[src/rtl/core/iale_pkg.sv]
// Shared types and codes for the indexed array list engine.
// No dependencies; imported by iale_cell and the top level.
package iale_pkg;

    // command codes
    localparam logic [2:0] MODE_INSERT   = 3'd0;
    localparam logic [2:0] MODE_APPEND   = 3'd1;
    localparam logic [2:0] MODE_REMOVE   = 3'd2;
    localparam logic [2:0] MODE_POP      = 3'd3;
    localparam logic [2:0] MODE_READ     = 3'd4;
    localparam logic [2:0] MODE_OVERWR   = 3'd5;

    // status codes
    localparam logic [1:0] ST_OK    = 2'd0;
    localparam logic [1:0] ST_RANGE = 2'd1;
    localparam logic [1:0] ST_EMPTY = 2'd2;
    localparam logic [1:0] ST_FULL  = 2'd3;

    localparam int MODE_BITS   = 3;
    localparam int INDEX_BITS  = 7;
    localparam int VALUE_BITS  = 32;
    localparam int STATUS_BITS = 2;
    localparam int COUNT_BITS  = 7;

    // per-cycle action broadcast to every cell
    typedef struct packed {
        logic shift_up;    // cells above pos take left neighbor, pos takes value
        logic shift_down;  // cells at and above pos take right neighbor
        logic load;        // cell at pos takes value
    } t_cell_op;

endpackage

[src/rtl/core/iale_cell.sv]
// One list slot: holds a word, shifts with its neighbors, joins the read chain.
// Depends on iale_pkg (t_cell_op).
module iale_cell #(
    parameter int K  = 0,
    parameter int WB = 32,
    parameter int LW = 7
) (
    input  logic               i_clk,
    input  iale_pkg::t_cell_op i_op,
    input  logic [LW-1:0]      i_pos,
    input  logic [LW-1:0]      i_rpos,
    input  logic [WB-1:0]      i_value,
    input  logic [WB-1:0]      i_left,
    input  logic [WB-1:0]      i_right,
    input  logic [WB-1:0]      i_rd_chain,
    output logic [WB-1:0]      o_word,
    output logic [WB-1:0]      o_rd_chain
);
    import iale_pkg::*;

    localparam logic [LW-1:0] MY_POS = LW'(K);

    logic [WB-1:0] r_word;
    logic [WB-1:0] n_word;
    logic          at_pos;
    logic          above_pos;

    assign at_pos    = (i_pos == MY_POS);
    assign above_pos = (MY_POS > i_pos);

    always_comb begin
        n_word = r_word;
        if (i_op.shift_up) begin
            if (above_pos)   n_word = i_left;
            else if (at_pos) n_word = i_value;
        end else if (i_op.shift_down) begin
            if (above_pos || at_pos) n_word = i_right;
        end else if (i_op.load) begin
            if (at_pos) n_word = i_value;
        end
    end

    // storage is undefined until written: no reset
    always_ff @(posedge i_clk) begin
        r_word <= n_word;
    end

    assign o_word     = r_word;
    assign o_rd_chain = i_rd_chain | (r_word & {WB{i_rpos == MY_POS}});

endmodule
[config.mk]
export PLATFORM = sky130hd
export DESIGN_NAME = iale_cell
export DESIGN_NICKNAME = d
export VERILOG_FILES = /design/src/rtl/core/iale_pkg.sv /design/src/rtl/core/iale_cell.sv
export SDC_FILE = /design/constraint.sdc
export NUM_CORES = 1
export LEC_CHECK = 0
export BUFFER_PORTS_ARGS = -buffer_cell sky130_fd_sc_hd__buf_4
export CORE_AREA = 10 10 75 108
export DETAILED_ROUTE_END_ITERATION = 8
export DIE_AREA = 0 0 85 118
export PLACE_DENSITY_LB_ADDON = 0.15
export SYNTH_ARGS = -nofsm -noshare
export SYNTH_HDL_FRONTEND = slang
export SYNTH_SLANG_ARGS = --single-unit
[constraint.sdc]
create_clock -name i_clk -period 3.4 [get_ports i_clk]
set_input_delay 0.68 -clock i_clk [delete_from_list [all_inputs] [get_ports i_clk]]
set_output_delay 0.68 -clock i_clk [all_outputs]
set_load 0.02 [all_outputs]
Word level (Yosys, flattened, before mapping)
Cells that the tools add are included.

word-level totals
  register bits = 32
  latch bits = 0
  memory bits (writable) = 0
  memory bits (read-only) = 0
  input port bits = 146
  output and inout port bits = 64
  logic and storage cells = 16
  memories kept = 0

operators by class
  add/subtract/negate cells = 0
  multiply operators = 0
  div/mod/pow operators = 0
  magnitude comparators = 1
  equal/unequal tests = 1
  shift-type cells = 0
  muxes and demuxes = 6
  bitwise logic cells = 2
  reductions and logical operators = 5

operators with widths
  kind                number
  $mux 32             6
  $and 32x32->32      1
  $or 32x32->32       1
  $logic_not 7->1     2
  $gt 1x7->1 const A  1
  $ne 3x1->1 const B  1
  $reduce_bool 3->1   1
  $reduce_and 2->1    1
  $logic_or 1x1->1    1

Longest topological paths before layout
  depth after elaboration = 5
  mapped depth = 6
  depth with buffers taken out = 3

Worst setup path after synthesis
No wires, ideal clock.

  path type = input to output
  from = input port i_rpos[2]
  to = output port o_rd_chain[10]
  data arrival time = 1933 ps
  data required time = 2720 ps
  slack = 787 ps
  stages on the path = 4
  buffers on the path = 1
  path through = or4_1 -> nor4_2 -> buf_2 -> a21o_1

on the way
  word-level cells in the longest chain between the ends = 3

ends and longest elaborated chain
  item             RTL line         RTL
  from (decl)      iale_cell.sv:11  input logic [LW-1:0] i_rpos,
  $logic_not 7->1  iale_cell.sv:49  assign o_rd_chain = i_rd_chain | (r_word & {WB{i_rpos == MY_POS}});
  $and 32x32->32   iale_cell.sv:49
  $or 32x32->32    iale_cell.sv:49
  to (decl)        iale_cell.sv:17  output logic [WB-1:0] o_rd_chain

Every way passes these cells.

Worst setup path after layout
  from = input port i_rpos[2]
  to = output port o_rd_chain[13]

Same word-level chain as after synthesis.

==> out/metrics.yaml <==
status: "finished clean"
remaining_drc_errors: 0
syn_area_sq_um: 2280
finalClockSkew_ns: 0
cts_made_buffers: 5
seqPwrFrac: 0.422
synth_nets: 374
dieArea_sq_um: 10000
die_h_um: 118
ys_seq_area_frac: 0.421
yosysWarnings: 0
place_congestion: 0.699
ant_nets: 0
worstMarginPinSlew_ns: 0.972
critPathMaxStageDelay_ns: 0.57
cts_resized: 0
syn_avg_cell_area_sq_um: 10.0
grt_pass1_wl_um: 14200
synthSimpleGateAreaFrac: 0.133
detail_route.wl_per_cell_um: 19.2
dpl.hpwl_um: 6860
power.leakage_uw: 0.00183
cp_max_fo: 32
mostFrequentLayoutCells: "buf_4, nand2_1, o211ai_1, a21o_1, edfxtp_1"
io_pins: 210
synth_top_family_by_area: "compound AO/OA/AOI/OAI gates"
utilization: 0.601
relSlewSlack: 0.352
p_comb_frac: 0.349
avgViaCountPerCell: 5.29
clock_power_share: 0.229
row_count: 35
post_synth_xor_area_fraction: 0
ys.flop_type: "edfxtp_1"
muxShareOfSynthArea: 0
max_freq_mhz: 348
cts_buffer_depth: 2
cts-hold-fix-buffers: 0
drt_iter0_drc: 121
cts-root-buf: "clkbuf_8"
critPathArrivalTime_ns: 2.19
wl_um: 8970
final_layout_size_suffix_gt1_frac: 0.566
clock-sinks: 32
clk_latency_ns: 0.28
cts_setup_buffers: 0
io_buffers: 177
worstSetupPathType: "in2out"
synth_compound_area_frac: 0.384
finalSetupViolCount: 0
p_int_uw: 862
vias: 2476
initial_core_util: 0.370
reg2regPathDepth: 2
n_antenna_cell: 0
switching_share: 0.316
final_common_cell: "buf_4"
grt_max_degree: 39
h-tree-depth: 2
fin_hold_ws_ns: 0.651
worstPathCellList: "buf_4 > or4_1 > nor4_4 > buf_4 > a21o_1 > buf_4"
nNetsFinal: 539
peakVddDrop_mv: 0.196
track_usage: 0.170
hp-class: "reg2reg"
path_clk_slew_ns: 0.07
synth_edf_count: 32
fin_crit_sh: 0.845
synthAdderAreaFrac: 0
cts_tree: "yes"
firstDrtPassIters: 4
critical_path.startpoint_type: "input pin"
syn_inst: 228
power.switching_uw: 399
antenna_found_initial: 0
grt_pass1_vias: 2725
final-hold-violation-count: 0
worstPathRequired_ns: 2.72
ys_ff_latch: 32
drv_cap: 0
hold_depth: 2
largest_reg_flops: 32
fin_tns_setup_ns: 0
post-route-min-period_ns: 2.87
syn2layout_area_growth_pct: 62.4
cpMostUsedCell: "buf_4"
slowest_stage: "or4_1"
grt-ovfl-total: 0
async_flop_share: 0
die_x_um: 85
coreArea_sq_um: 6170
rsz0062_at_grt: "false"
powerDensity_nw_per_um2: 340
end_kind: "output port"
drv_slew: 0
ys_types: 21
-- critical path, delay by kind of cell --
family	cells	cell delay [ns]
AO/OA/AOI/OAI	1	0.18
buffers and inverters	3	0.60
AND/OR/NAND/NOR	2	0.72
-- cell usage after synthesis, drive strengths merged (2+ instances only) --
master / instances / area (sq um)
a21o: 32 / 240
buf: 8 / 71.3
clkbuf: 17 / 63.8
edfxtp: 32 / 961
inv: 2 / 7.51
nand2: 62 / 233
o211ai: 62 / 616
or3: 2 / 12.5
or4: 2 / 18.8
-- logic make-up after synthesis --
kind of cell / after synthesis
and+or+nand+nor: 72
AOI/OAI and AO/OA: 97
buffers and inverters: 27
DFF: 32
-- final timing paths --
path / end / slack (ns) / start
max reg2reg: o_word[24] / 2.44 / o_word[24]
min reg2reg: o_word[26] / 0.65 / o_word[26]
max: o_rd_chain[13] / 0.53 / i_rpos[2]
min: o_word[26] / 0.65 / o_word[26]
-- cell type report --
class | instances | area, sq um
clock buffers | 7 | 76.3
fillers | 569 | 2470
multi-input cells | 169 | 1190
well taps | 74 | 92.6
flip-flops and latches | 32 | 961
clock inverters | 1 | 3.75
repair buffers | 183 | 1370
inverters | 2 | 7.51
-- metrics by stage --
step | worst slack, ns | instances | area [sq um] | power [uW]
after floorplan | 0.787 | 228 | 2280 | 748
after global placement | 0.549 | 460 | 3630 | 976
after detailed placement | 0.527 | 460 | 3630 | 985
after CTS | 0.522 | 468 | 3710 | 1280
after global routing | 0.430 | 468 | 3710 | 1330
final | 0.526 | 468 | 3710 | 1260
-- power groups by stage --
stage	sequential (uW)	clock (uW)	combinational [uW]
global placement	539	0	437
detailed placement	539	0	446
floorplan	587	0	161
global route	539	312	475
finish	532	289	440
CTS	532	298	446
-- routing by layer --
metal | track usage | vias to the layer above | share of wire
met5 | 0 | - | 0
met4 | 0.0444 | 0 | 0.011
met3 | 0.0665 | 9 | 0.087
met2 | 0.309 | 102 | 0.53
met1 | 0.173 | 1173 | 0.37
li1 | - | 1192 | -
No activity file was read; power rests on OpenSTA's default activity.
